$ cat config.mk
export PLATFORM = sky130hd
export DESIGN_NAME = tccw_ctrl
export DESIGN_NICKNAME = d
export VERILOG_FILES = /design/src/design/tccw_pkg.sv /design/src/design/tccw_ctrl.sv
export SDC_FILE = /design/constraint.sdc
export NUM_CORES = 1
export LEC_CHECK = 0
export ABC_AREA = 1
export BUFFER_PORTS_ARGS = -buffer_cell sky130_fd_sc_hd__buf_2
export CORE_AREA = 2 2 39 41
export CTS_BUF_LIST = sky130_fd_sc_hd__clkbuf_8
export CTS_CLUSTER_SIZE = 10
export DETAILED_ROUTE_END_ITERATION = 8
export DIE_AREA = 0 0 41 43
export SLEW_MARGIN = 15
export SYNTH_ARGS = -nofsm -noshare
export SYNTH_HDL_FRONTEND = slang
export SYNTH_SLANG_ARGS = --single-unit
$ cat constraint.sdc
create_clock -name clock -period 1.6 [get_ports clock]
set_input_delay 0.08 -clock clock [delete_from_list [all_inputs] [get_ports clock]]
set_output_delay 0.08 -clock clock [all_outputs]
set_load 0.005 [all_outputs]
$ cat src/design/tccw_pkg.sv
// Shared package for the text console character writer.
// Holds field widths, request and character codes, and the controller/datapath structs.
// No dependencies.
package tccw_pkg;

   // Default geometry
   localparam int COLUMNS_DEF  = 80;
   localparam int ROWS_DEF     = 25;
   localparam int TAB_STOP_DEF = 4;

   // Port field widths
   localparam int REQ_W     = 2;
   localparam int CHAR_W    = 8;
   localparam int ROW_IN_W  = 5;
   localparam int COL_IN_W  = 7;
   localparam int CELL_W    = 16;
   localparam int POS_OUT_W = 11;

   // Request kinds
   localparam logic [REQ_W-1:0] REQ_PUT   = 2'd0;
   localparam logic [REQ_W-1:0] REQ_CLEAR = 2'd1;
   localparam logic [REQ_W-1:0] REQ_SET   = 2'd2;
   localparam logic [REQ_W-1:0] REQ_READ  = 2'd3;

   // Control characters
   localparam logic [CHAR_W-1:0] CH_BACKSPACE = 8'd8;
   localparam logic [CHAR_W-1:0] CH_TAB       = 8'd9;
   localparam logic [CHAR_W-1:0] CH_NEWLINE   = 8'd10;
   localparam logic [CHAR_W-1:0] CH_RETURN    = 8'd13;
   localparam logic [CHAR_W-1:0] CH_SPACE     = 8'd32;

   // Attribute of blank cells after reset
   localparam logic [CHAR_W-1:0] FILL_COLOR_RESET = 8'd7;

   // Character classes
   localparam logic [2:0] CC_PRINT     = 3'd0;
   localparam logic [2:0] CC_NEWLINE   = 3'd1;
   localparam logic [2:0] CC_TAB       = 3'd2;
   localparam logic [2:0] CC_RETURN    = 3'd3;
   localparam logic [2:0] CC_BACKSPACE = 3'd4;

   // Column operations
   localparam logic [1:0] COL_KEEP = 2'd0;
   localparam logic [1:0] COL_INC  = 2'd1;
   localparam logic [1:0] COL_ZERO = 2'd2;
   localparam logic [1:0] COL_DEC  = 2'd3;

   // Commands from controller to datapath
   typedef struct packed {
      logic       latch;         // capture request fields
      logic       wr_cell;       // write one cell at the cursor
      logic       wr_space;      // write a space instead of the request character
      logic       wr_prev;       // write one column left of the cursor
      logic [1:0] col_op;        // column update
      logic       row_inc;       // advance row
      logic       row_zero;      // home row
      logic       cur_set;       // load saturated target position
      logic       rd_cell;       // read cell at saturated target
      logic       sweep_start;   // arm a whole-store sweep
      logic       sweep_scroll;  // sweep copies rows up instead of filling
      logic       sweep_run;     // advance the sweep one cell
      logic       mark_scroll;   // flag this transaction as scrolled
      logic       rsp_load;      // load the result registers
   } tccw_cmd_type;

   // Status from datapath to controller
   typedef struct packed {
      logic [REQ_W-1:0] req_kind;
      logic [2:0]       char_kind;
      logic             col_zero;
      logic             col_last;
      logic             row_last;
      logic             next_tab_stop;
      logic             sweep_last;
   } tccw_stat_type;

endpackage

$ cat src/design/tccw_ctrl.sv
// Controller of the text console character writer: sequences requests, tabs and sweeps.
// Depends on tccw_pkg; drives tccw_dp through tccw_cmd_type.
module tccw_ctrl (
   input  logic                    clock,
   input  logic                    reset,
   input  logic                    start,
   output logic                    busy,
   input  tccw_pkg::tccw_stat_type stat,
   output tccw_pkg::tccw_cmd_type  cmd
);
   import tccw_pkg::*;

   localparam logic [2:0] S_INIT  = 3'd0;
   localparam logic [2:0] S_IDLE  = 3'd1;
   localparam logic [2:0] S_EXEC  = 3'd2;
   localparam logic [2:0] S_SWEEP = 3'd3;
   localparam logic [2:0] S_RESP  = 3'd4;

   logic [2:0] state_ff, state_in;

   // Next state and commands
   always_comb begin
      cmd      = '0;
      state_in = state_ff;
      unique case (state_ff)
         S_INIT: begin
            cmd.sweep_run = 1'b1;
            if (stat.sweep_last) begin
               state_in = S_IDLE;
            end
         end
         S_IDLE: begin
            if (start) begin
               cmd.latch = 1'b1;
               state_in  = S_EXEC;
            end
         end
         S_EXEC: begin
            state_in = S_RESP;
            unique case (stat.req_kind)
               REQ_PUT: begin
                  unique case (stat.char_kind)
                     CC_NEWLINE: begin
                        cmd.col_op = COL_ZERO;
                        if (stat.row_last) begin
                           cmd.mark_scroll  = 1'b1;
                           cmd.sweep_start  = 1'b1;
                           cmd.sweep_scroll = 1'b1;
                           state_in         = S_SWEEP;
                        end else begin
                           cmd.row_inc = 1'b1;
                        end
                     end
                     CC_RETURN: begin
                        cmd.col_op = COL_ZERO;
                     end
                     CC_BACKSPACE: begin
                        if (!stat.col_zero) begin
                           cmd.wr_cell  = 1'b1;
                           cmd.wr_space = 1'b1;
                           cmd.wr_prev  = 1'b1;
                           cmd.col_op   = COL_DEC;
                        end
                     end
                     default: begin
                        // printable or one space of a tab
                        cmd.wr_cell  = 1'b1;
                        cmd.wr_space = (stat.char_kind == CC_TAB);
                        if (stat.col_last) begin
                           cmd.col_op = COL_ZERO;
                           if (stat.row_last) begin
                              cmd.mark_scroll  = 1'b1;
                              cmd.sweep_start  = 1'b1;
                              cmd.sweep_scroll = 1'b1;
                              state_in         = S_SWEEP;
                           end else begin
                              cmd.row_inc = 1'b1;
                           end
                        end else begin
                           cmd.col_op = COL_INC;
                           if ((stat.char_kind == CC_TAB) && !stat.next_tab_stop) begin
                              state_in = S_EXEC;
                           end
                        end
                     end
                  endcase
               end
               REQ_CLEAR: begin
                  cmd.sweep_start = 1'b1;
                  cmd.row_zero    = 1'b1;
                  cmd.col_op      = COL_ZERO;
                  state_in        = S_SWEEP;
               end
               REQ_SET: begin
                  cmd.cur_set = 1'b1;
               end
               default: begin
                  cmd.rd_cell = 1'b1;
               end
            endcase
         end
         S_SWEEP: begin
            cmd.sweep_run = 1'b1;
            if (stat.sweep_last) begin
               state_in = S_RESP;
            end
         end
         S_RESP: begin
            cmd.rsp_load = 1'b1;
            state_in     = S_IDLE;
         end
         default: begin
            state_in = S_IDLE;
         end
      endcase
   end

   // State register
   always_ff @(posedge clock) begin
      if (reset) begin
         state_ff <= S_INIT;
      end else begin
         state_ff <= state_in;
      end
   end

   assign busy = (state_ff != S_IDLE);

endmodule

======== Yosys cells after proc, flatten, opt, wreduce, memory -nomap -nowiden ========
Cells that the tools add are included.
operators by class
  eq/ne operators ......................... 14
  muxes and demuxes ....................... 38
  reductions and logical operators ........ 9
operators with widths
  cell                                                   count
  two-way mux 3 bit                                      7
  two-way mux 1 bit                                      16
  case mux 2 bit (2 select lines)                        4
  == test 3 x 2 -> 1 bit, second input constant          4
  case mux 3 bit (2 select lines)                        2
  case mux 3 bit (4 select lines)                        1
  two-way mux 11 bit                                     1
  == test 3 x 1 -> 1 bit, second input constant          2
  == test 3 bit, second input constant                   2
  two-way mux 2 bit                                      3
  inequality test 2 bit, second input constant           3
  case mux 1 bit (2 select lines)                        3
  OR reduction 2 bit                                     3
  two-way mux 5 bit                                      1
  logical NOT 3 bit                                      1
  inequality test 3 x 1 -> 1 bit, second input constant  1
  AND reduction 3 bit                                    1
  OR reduction 3 bit                                     1
  == test 2 x 1 -> 1 bit, second input constant          1
  == test 2 bit, second input constant                   1
  logical NOT 2 bit                                      1
  logical AND 1 bit                                      1
  logical NOT 1 bit                                      1
word-level totals
  output and inout bits ................... 16
  bits of input ports ..................... 13
  logic and storage cells ................. 62
  register bits ........................... 3

======== Logic depth before layout (Yosys ltp) ========
Gate-level depths: netlist of the first run.
  depth in word-level cells ............... 7
  depth in mapped cells ................... 9

======== Worst setup path after synthesis of the first run ========
OpenSTA, ideal clock, no wires.
  path type ............................... reg2out
  start ................................... register state_ff[1]
  end ..................................... output port cmd[3] (netlist name)
  cell stages (with the launch flop) ...... 8
  buffers on the path ..................... 1
  path slack .............................. 0.426 ns
  arrival ................................. 1.094 ns
  required time ........................... 1.520 ns
  cell sequence ........................... dfxtp_1 > nand2_2 > nor2_4 > nand2_4 > nor2_2 > inv_2 > nor2_1 > buf_4
RTL lines
  item                      RTL line          text
  start: declaration        tccw_ctrl.sv:19   logic [2:0] state_ff, state_in;
  start signal: assignment  tccw_ctrl.sv:123  state_ff <= state_in;
  end: declaration          tccw_ctrl.sv:9    output tccw_pkg::tccw_cmd_type cmd

==> results of run 1 <==
cells by family (layout without fill, tap and decap cells):
kind of cell,count (synthesis),count (layout),synth area share [%]
AND/OR/NAND/NOR,43,43,46.8
buffers and inverters,18,49,16.5
AO/OA/AOI/OAI,14,14,22.8
flip-flops,3,3,13.9
layout by cell type, fill, tap and decap left out, drive strengths merged:
master	n
nor2	19
nand4	1
nor3	2
inv	18
o21ai	5
a211oi	1
nand3	5
o21bai	1
nand2	16
buf	28
a22oi	1
a41oi	1
a21oi	5
dfxtp	3
clkbuf	3
power groups by stage:
stage          Sequential, mW  Combinational (mW)  Clock (mW)
2_1_floorplan          0.0972               0.109           0
3_3_place_gp           0.0986               0.164           0
3_5_place_dp           0.0991               0.165           0
4_1_cts                0.0981               0.166       0.217
5_1_grt                 0.100               0.189       0.228
6_report               0.0986               0.164       0.214
timing repair:
item                                    CTS  global route
setup buffers                             0             0
endpoints found under the setup margin    0             1
gates resized for setup                   0             2
area by class of cell:
class	count	share of cell area, %
Tap cell	16	3.15
Clock inverter	1	0.591
Sequential cell	3	9.65
Inverter	17	10.0
Clock buffer	3	6.50
Multi-Input combinational cell	57	48.0
Timing Repair Buffer	28	22.0
worst min-delay path by stage:
stage / slack, ns / startpoint / end
floorplan: 0.14 / reset / state_ff[1]
detailed placement: 0.27 / reset / state_ff[1]
CTS: 0.05 / reset / state_ff[1]
finish: 0.04 / reset / state_ff[1]
global route: 0.05 / reset / state_ff[1]
global placement: 0.27 / reset / state_ff[1]
per-stage QoR:
stage	power, mW	hold WS (ns)	cells
final	0.477	0.0400	125
after global routing	0.516	0.0464	125
after CTS	0.481	0.0459	125
after detailed placement	0.264	0.268	121
after global placement	0.262	0.270	121
after floorplan	0.206	0.142	78
layer usage:
metal	GRT usage, %	vias to the layer above
met3	3.14	3
met2	24.1	21
met4	10.0	0
li1	-	310
met5	0	-
met1	15.7	243
==> summary.txt, run 1 <==
Pwr
  – Sw power: 162 uW
  – Pleak: 0.378 nW
  – Int Pwr: 315 uW
  – Comb pwr share: 34.5%
  – Clock power share: 44.8%
  – Net Sw Frac: 34.0%
  – Pwr/cell area: roughly 750 nW/um^2
  – VDD IR-drop max: 0.524 mV
  – Sequential power share: 20.7%

Drt
  – ANT nets after route: 0
  – Met1 WL: ~450 um
  – Iteration count of the initial detailed-routing pass: 4
  – Vias: 577
  – Via density: 4.62
  – WL met3: between 70 and 80 um
  – Final wirelength: between 1000 and 1500 um
  – Met2 wire len: 537 um
  – WL/cell: 8.69 um
  – Iteration-0 DRC Markers: 7
  – Residual DRC: 0
  – Highest Signal Layer: met4

Finish
  – Fin nets: 123
  – P&R area growth vs syn: 46.8%
  – Max FFs per register: 3
  – Final instance area: 636 sq um
  – Regs by FF count: state_ff (3)
  – Register Area: 61.3 sq um
  – Share of cells above drive strength 1: 45.9%
  – Fill cells: ~160
  – Util after Layout: approximately 46%
  – Ant diodes: 0
  – Multi-input logic area: 305 sq um
  – Top reg by flops: state_ff

Floorplan
  – Cell Rows: 14
  – Core Region: 1380 sq um
  – IO Count: 29
  – Starting Density: between 30 and 40%
  – DIE AREA: 1760 sq um
  – Die height: 43 um
  – Die W: roughly 40 um

Worst setup path
  – CP Launch Point: state_ff[2]
  – Flop2flop setup slack: approximately 0.40 ns
  – Bufs and invs on worst path: 3
  – Reg2Reg Depth: 7
  – Worst Path Required: 1.52 ns
  – CP Capture Point: cmd[8]
  – Worst-path fanout max: 5
  – Setup crit start kind: register
  – CP most frequent cell: inv_2
  – Worst Setup Path Type: reg -> out
  – WP depth: 8
  – Crit path largest cell delay: 0.31 ns
  – CP max-delay cell: dfxtp_1
  – R2R Path Start: state_ff[0]
  – R2r endpoint: state_ff[0]
  – Worst EP arrival: 1.36 ns
  – CP top delay family: simple AND/OR/NAND/NOR gates
  – Worst setup EP type: output port
  – CP cell instances: inv_2, nand2_2, nor2_4, nand2_4, nor2_2, inv_2, a211oi_2, buf_2

GRT
  – Initial antenna violation count: 0
  – Grt total ovfl: 0
  – Global-route wire length before repair: 1770 um
  – Largest net degree at the start of global routing: 7
  – Global Route Usage Sum: between 10% and 20%
  – Vias in the first global route: 491

Hold path
  – Hold Path Class: in -> reg
  – WHS Path Cells: 2

Synth
  – Area leader, netlist: dfxtp_1
  – Syn Inst Count: 78
  – Cell variety after synth: 22
  – Syn_area_per_cell: approximately 5.6 sq um
  – Synth area leaders: dfxtp_1, nor2_1, nand2_1
  – Fraction of synthesized cell area taken by the top area cell type: 13.9%
  – Number of synthesized flops with an enable pin: 0
  – Top_reg_cell synth: dfxtp_1
  – Post-synthesis sequential area ratio: 13.9%
  – Commonest cells post-synth: nor2_1, nand2_1, inv_1
  – Count leader, synth: nor2_1
  – Ys async rst share: 0%
  – Yosys warns: 0
  – Mapped Area: 433 sq um
  – Seq cells post-synth: 3
  – Syn nets: 91

STA
  – TNS Setup: 0 ns
  – Max-slew headroom: between 70 and 80%
  – Post-layout minimum cycle time: 1.44 ns
  – Worst slew pin tran: between 0.3 and 0.4 ns
  – Final Hold Viols: 0
  – Fin. max-slew vios: 0
  – Final Skew: 0.00273 ns
  – Fmax: 697 MHz
  – Final worst setup slack: 0.165 ns
  – Unrepaired setup endpoints after global routing: false
  – Setup violators final: 0
  – Crit share post-route: 89.7%

Clock network
  – CTS Sinks: 3
  – Inserted Clock Buffers: 3
  – CTS H-tree depth: 1
  – Hold-fix buffers at CTS: 0
  – CTS max path bufs: 2
  – CTS tree: yes
  – Clk_lat worst skew: between 0.2 and 0.25 ns
  – Clock root buffer: clkbuf_8
  – Register clock-pin slew on the reported worst setup and hold paths: 0.03 ns

Placement
  – Placed cell areas: a little under 600 sq um
  – Port bufs: 28
  – Final HPWL DP: 961 um
  – Routability cong.: 0.747
  – DP Worst Slack: 0.316 ns

Status
  – Outcome: finished clean

Run
  – Max-Cap Viols: 0
Power figures use the tool's default switching activity.
==> run 2, diff against run 1 <==
PLACE_DENSITY = 0.67   (was default)
clock period = 1.19 ns   (was 1.6 ns; I/O delays follow)
==> run 2 against run 1 <==
- the run now ends with negative setup slack left
- die area unchanged
- cell count up 10%
- clock skew shrank 0.0011 ns
- global-route usage rose by 4.1 points
- worst setup slack worse by 0.31 ns
- core utilization is 13 points higher
- sequential power increased by 41%
- clock power up 34%
- largest power group is now combinational logic
- clock-buffer cell count unchanged
- largest cell class unchanged
- total power is 71% higher
- sequential cell count did not move
==> summary.txt, run 2 (same netlist as run 1, synthesis figures left out) <==
Clock network
  – Clk_lat worst skew: 0.21 ns (about the same)
  – CTS H-tree depth: 1 (unchanged)
  – CTS max path bufs: 2 (unchanged)
  – Register clock-pin slew on the reported worst setup and hold paths: 0.03 ns (about the same)
  – CTS Sinks: 3 (unchanged)
  – CTS tree: yes
  – Inserted Clock Buffers: 3 (unchanged)
  – Clock root buffer: clkbuf_8
  – Hold-fix buffers at CTS: 0 (unchanged)

Worst setup path
  – CP cell instances: nand2_4, nor2_4, nand2_4, nor2_4, inv_2, a211oi_2, buf_2
  – Worst Path Required: 1.13 ns (-0.39 ns)
  – Worst EP arrival: 1.27 ns (-0.09 ns)
  – CP max-delay cell: dfxtp_4
  – Worst-path fanout max: 4 (-1)
  – Setup crit start kind: register
  – Worst Setup Path Type: reg -> out
  – Worst setup EP type: output port
  – Crit path largest cell delay: 0.37 ns (+0.06 ns)

STA
  – Final Skew: 0.00160 ns (-0.00113 ns)
  – Worst slew pin tran: 0.294 ns (-0.0102 ns)
  – Post-layout minimum cycle time: around 1.3 ns
  – Unrepaired setup endpoints after global routing: true
  – Crit share post-route: 112%
  – Max-slew headroom: 80.4% (+0.77 points)
  – Final worst setup slack: -0.144 ns (-0.309 ns)
  – Final Hold Viols: 0 (unchanged)
  – Setup violators final: 14 (+14)
  – Fmax: 750 MHz
  – Fin. max-slew vios: 0 (unchanged)

Finish
  – P&R area growth vs syn: 89.3%
  – Ant diodes: 0 (unchanged)
  – Final instance area: 820 sq um (+29%)
  – Fill cells: 141 (-11%)
  – Share of cells above drive strength 1: 56.6% (+11 points)
  – Max FFs per register: 3 (unchanged)
  – Most frequent cells in the layout: buf_2, nor2_1, inv_1, nand2_1, buf_4
  – Fin nets: 136 (+11%)
  – Top reg by flops: state_ff
  – Final cell count without fillers: 138 (+10%)
  – Regs by FF count: state_ff (3)
  – Util after Layout: 59.2% (+13 points)
  – Most common cell after layout, fill and taps aside: buf_2

Floorplan
  – Die W: 41 um (unchanged)
  – DIE AREA: 1760 sq um (unchanged)
  – Starting Density: 31.3% (unchanged)
  – IO Count: 29 (unchanged)
  – Core Region: 1380 sq um (unchanged)
  – Die height: 43 um (unchanged)
  – Cell Rows: 14 (unchanged)

GRT
  – Largest net degree at the start of global routing: 6 (-1)
  – Initial antenna violation count: 0 (unchanged)
  – Vias in the first global route: 623 (+27%)
  – Grt total ovfl: 0 (unchanged)
  – Global-route wire length before repair: 2280 um (+29%)
  – Global Route Usage Sum: 18.8% (+4.1 points)

Pwr
  – Pwr/cell area: 994 nW/um^2 (+33%)
  – Comb pwr share: 47.9% (+13 points)
  – Sw power: 280 uW (+72%)
  – Clock power share: 35.1% (-9.7 points)
  – Int Pwr: 535 uW (+70%)
  – Pleak: 0.450 nW (+19%)
  – Pwr Total: 815 uW (+71%)
  – Sequential power share: 17.1% (-3.6 points)
  – Net Sw Frac: 34.3% (+0.31 points)
  – VDD IR-drop max: 0.852 mV (+63%)

Drt
  – ANT nets after route: 0 (unchanged)
  – Via density: 4.61 (-0.16%)
  – Residual DRC: 0 (unchanged)
  – Vias: 636 (+10%)
  – WL/cell: 10.4 um (+19%)
  – Iteration count of the initial detailed-routing pass: 4 (unchanged)
  – Final wirelength: 1430 um (+32%)
  – Iteration-0 DRC Markers: 11 (+4)

Status
  – Outcome: finished, violations left
  – Failing checks: negative setup slack

Placement
  – Port bufs: 28 (unchanged)
  – Placed cell areas: 616 sq um (+5.1%)
  – Final HPWL DP: 999 um (+4.0%)
  – DP Worst Slack: -0.0320 ns (-0.348 ns)
  – Post-Place Cells: 125 (+3.3%)
  – Routability cong.: 0.718 (-3.9%)

Run
  – Max-Cap Viols: 0 (unchanged)

Hold path
  – Hold Path Class: in -> reg
## run 2: cell types whose count changed in the layout (fill, tap and decap cells not counted), sizes merged
cell / before / now
buf: 28 / 41
## run 2: power groups by stage
stage          Combinational, mW  Sequential (mW)  Clock [mW]
2_1_floorplan              0.146            0.131           0
3_3_place_gp               0.262            0.131           0
3_5_place_dp               0.264            0.132           0
4_1_cts                    0.356            0.133       0.293
5_1_grt                    0.425            0.142       0.303
6_report                   0.390            0.139       0.286
## run 2: cell type report
type	instances	area, sq um	share of cell area (%)
Timing Repair Buffer	41	255	31.1
Inverter	17	66.3	8.09
Clock inverter	1	3.75	0.458
Tap cell	16	20.0	2.44
Sequential cell	3	68.8	8.40
Clock buffer	3	41.3	5.04
Multi-Input combinational cell	57	364	44.4
## run 2: worst paths after layout
kind | startpoint | to | slack [ns] | cells past startpoint
max reg2reg | state_ff[1] | state_ff[1] | -0.04 | 9
min reg2reg | state_ff[1] | state_ff[0] | 0.69 | 4
max | state_ff[1] | cmd[8] | -0.14 | 7
min | reset | state_ff[1] | 0.02 | 2
## run 2: what timing repair did
| item | CTS | global route |
|---|---|---|
| buffers inserted | 9 | 3 |
| gates resized for setup | 15 | 7 |
| setup endpoints to repair | 16 | 18 |
| pin swaps | 4 | 4 |
## run 2: critical path, delay by kind of cell, from the launching register on
kind                   cells  cell delay (ns)
DFF                        1             0.37
AOI/OAI and AO/OA          1             0.13
and+or+nand+nor            4             0.35
buffers and inverters      2             0.20
## run 2: routing by layer
layer / part of all wire (%) / routed length (um) / vias up / global-route usage [%]
met1: 37 / 533 / 278 / 15.3
li1: - / - / 336 / -
met5: 0 / 0 / - / 0
met3: 5.2 / 75 / 0 / 3.66
met4: 0 / 0 / 0 / 10.7
met2: 57 / 820 / 22 / 36.6
## run 2: stage by stage
stage                     TNS, ns  hold WS, ns
after detailed placement  -0.0361        0.249
after global placement    -0.0252        0.247
final                       -1.18       0.0199
after CTS                   -1.62       0.0168
after floorplan                 0        0.122
after global routing        -2.45       0.0180
==> run 3, diff against run 2 <==
==> constraint.sdc (replaced) <==
create_clock -name clock -period 1.19 [get_ports clock]
set_input_delay 0.0595 -clock clock [delete_from_list [all_inputs] [get_ports clock]]
set_output_delay 0.0595 -clock clock [all_outputs]
set_load 0.01 [all_outputs]
==> run 3 against run 2 <==
- the run still ends with negative setup slack left
- highest routed layer is now met4
- sequential cell count did not move
- global-route usage did not move
- clock power barely moved
- non-clock buffer count fell by 1
- worst setup slack got worse by 0.046 ns
==> summary.txt, run 3 (same netlist as run 1, synthesis figures left out) <==
Status
  – Outcome: finished, violations left
  – Failing checks: negative setup slack

Worst setup path
  – Flop2flop setup slack: -0.06 ns (-0.02 ns)
  – Worst setup EP type: output port
  – R2r endpoint: state_ff[1]
  – Worst-path fanout max: 4 (unchanged)
  – Setup crit start kind: register
  – Worst EP arrival: 1.32 ns (+0.05 ns)
  – R2R Path Start: state_ff[2]
  – Worst Path Required: 1.13 ns (about the same)
  – Reg2Reg Depth: 10 (+1)
  – Worst Setup Path Type: reg -> out

Drt
  – Iteration-0 DRC Markers: 36 (+25)
  – Residual DRC: 0 (unchanged)
  – Via density: 4.97 (+7.9%)
  – Iteration count of the initial detailed-routing pass: 5 (+1)
  – Vias: 681 (+7.1%)
  – ANT nets after route: 0 (unchanged)
  – Final wirelength: 1610 um (+13%)
  – WL/cell: 11.7 um (+13%)

Finish
  – Share of cells above drive strength 1: 59.5% (+2.9 points)
  – Ant diodes: 0 (unchanged)
  – Top reg by flops: state_ff
  – Multi-input logic area: 372 sq um (+2.1%)
  – Most frequent cells in the layout: buf_2, nor2_1, nand2_1, inv_1, buf_6
  – Util after Layout: 61.5% (+2.3 points)
  – Fin nets: 135 (-0.74%)
  – Regs by FF count: state_ff (3)
  – Register Area: 68.8 sq um (unchanged)
  – Fill cells: 139 (-1.4%)
  – P&R area growth vs syn: 96.5%
  – Most common cell after layout, fill and taps aside: buf_2
  – Max FFs per register: 3 (unchanged)

Clock network
  – Register clock-pin slew on the reported worst setup and hold paths: 0.03 ns (about the same)
  – CTS max path bufs: 2 (unchanged)
  – CTS H-tree depth: 1 (unchanged)
  – Inserted Clock Buffers: 3 (unchanged)
  – Clock root buffer: clkbuf_8
  – Clk_lat worst skew: 0.22 ns (about the same)
  – CTS tree: yes
  – CTS Sinks: 3 (unchanged)

Pwr
  – Pleak: 0.449 nW (-0.27%)
  – Pwr/cell area: 970 nW/um^2 (-2.5%)
  – VDD IR-drop max: 0.776 mV (-8.9%)

STA
  – Worst slew pin tran: 0.292 ns (-0.00249 ns)
  – Crit share post-route: 116% (+3.9 points)
  – Final Hold Viols: 0 (unchanged)
  – Unrepaired setup endpoints after global routing: true
  – Setup violators final: 16 (+2)
  – Final worst setup slack: -0.190 ns (-0.0461 ns)
  – Max-slew headroom: 80.5% (+0.17 points)
  – Fmax: 725 MHz (-3.3%)
  – Fin. max-slew vios: 0 (unchanged)
  – Final Skew: 0.000845 ns (-0.000758 ns)
  – Post-layout minimum cycle time: 1.38 ns (+0.0461 ns)

Floorplan
  – Die height: 43 um (unchanged)
  – Core Region: 1380 sq um (unchanged)
  – IO Count: 29 (unchanged)
  – DIE AREA: 1760 sq um (unchanged)
  – Cell Rows: 14 (unchanged)
  – Starting Density: 31.3% (unchanged)
  – Die W: 41 um (unchanged)

Placement
  – DP Worst Slack: -0.0498 ns (-0.0178 ns)
  – Routability cong.: 0.721 (+0.45%)
  – Final HPWL DP: 1020 um (+2.3%)
  – Port bufs: 28 (unchanged)

GRT
  – Global-route wire length before repair: 2230 um (-2.4%)
  – Global Route Usage Sum: 18.8% (unchanged)
  – Grt total ovfl: 0 (unchanged)
  – Vias in the first global route: 599 (-3.9%)
  – Largest net degree at the start of global routing: 7 (+1)
  – Initial antenna violation count: 0 (unchanged)

Hold path
  – Worst min-delay path startpoint: reset
  – Hold Path Class: in -> reg
  – WHS Path Cells: 2 (unchanged)
  – Hold Path Sink: state_ff[1]

Run
  – Max-Cap Viols: 0 (unchanged)
-- run 3: repair_timing --
action	CTS	global route
pin swaps	3	5
buffers inserted	6	2
hold buffers	0	0
endpoints found under the setup margin	16	17
gates resized for setup	15	16
-- run 3: worst max path at each step --
| stage | start | endpoint |
|---|---|---|
| 2_1_floorplan | state_ff[1] | cmd[3] |
| 3_3_place_gp | state_ff[1] | cmd[12] |
| 3_5_place_dp | state_ff[0] | state_ff[0] |
| 4_1_cts | state_ff[2] | cmd[8] |
| 5_1_grt | state_ff[2] | cmd[12] |
| 6_report | state_ff[2] | cmd[10] |
-- run 3: worst max-delay path, stage by stage, from the launching register on --
cell	delay, ns
dfxtp_2	0.32
inv_4	0.07
nand2_4	0.05
nor2_4	0.10
nand2_4	0.08
buf_4	0.15
a41oi_2	0.17
buf_2	0.16
-- run 3: stage by stage --
step	total power [mW]	hold WS, ns	std cells	instance area [sq um]	setup TNS [ns]
2_1_floorplan	0.289	0.122	78	435	0
3_3_place_gp	0.401	0.249	125	618	-0.0181
3_5_place_dp	0.406	0.252	125	618	-0.0911
4_1_cts	0.790	0.0179	135	774	-1.43
5_1_grt	0.886	0.0187	137	851	-2.75
6_report	0.825	0.0190	137	851	-1.60
-- run 3: per-layer routing --
| layer | wire (um) | track usage (%) | vias up |
|---|---|---|---|
| li1 | - | - | 333 |
| met1 | 577 | 16.3 | 310 |
| met2 | 890 | 36.3 | 34 |
| met3 | 103 | 3.14 | 4 |
| met4 | 38 | 10.0 | 0 |
| met5 | 0 | 0 | - |
-- run 3: layout make-up --
type / instances / area share (%)
Clock buffer: 3 / 4.85
Clock inverter: 1 / 0.441
Inverter: 17 / 8.09
Multi-Input combinational cell: 57 / 43.7
Tap cell: 16 / 2.35
Timing Repair Buffer: 40 / 32.5
Sequential cell: 3 / 8.09
-- run 3: power by group --
group	switching, mW	leakage, nW	internal, mW
registers	0.0227	0.0264	0.117
clock network	0.0692	0.0269	0.220
logic	0.206	0.396	0.191
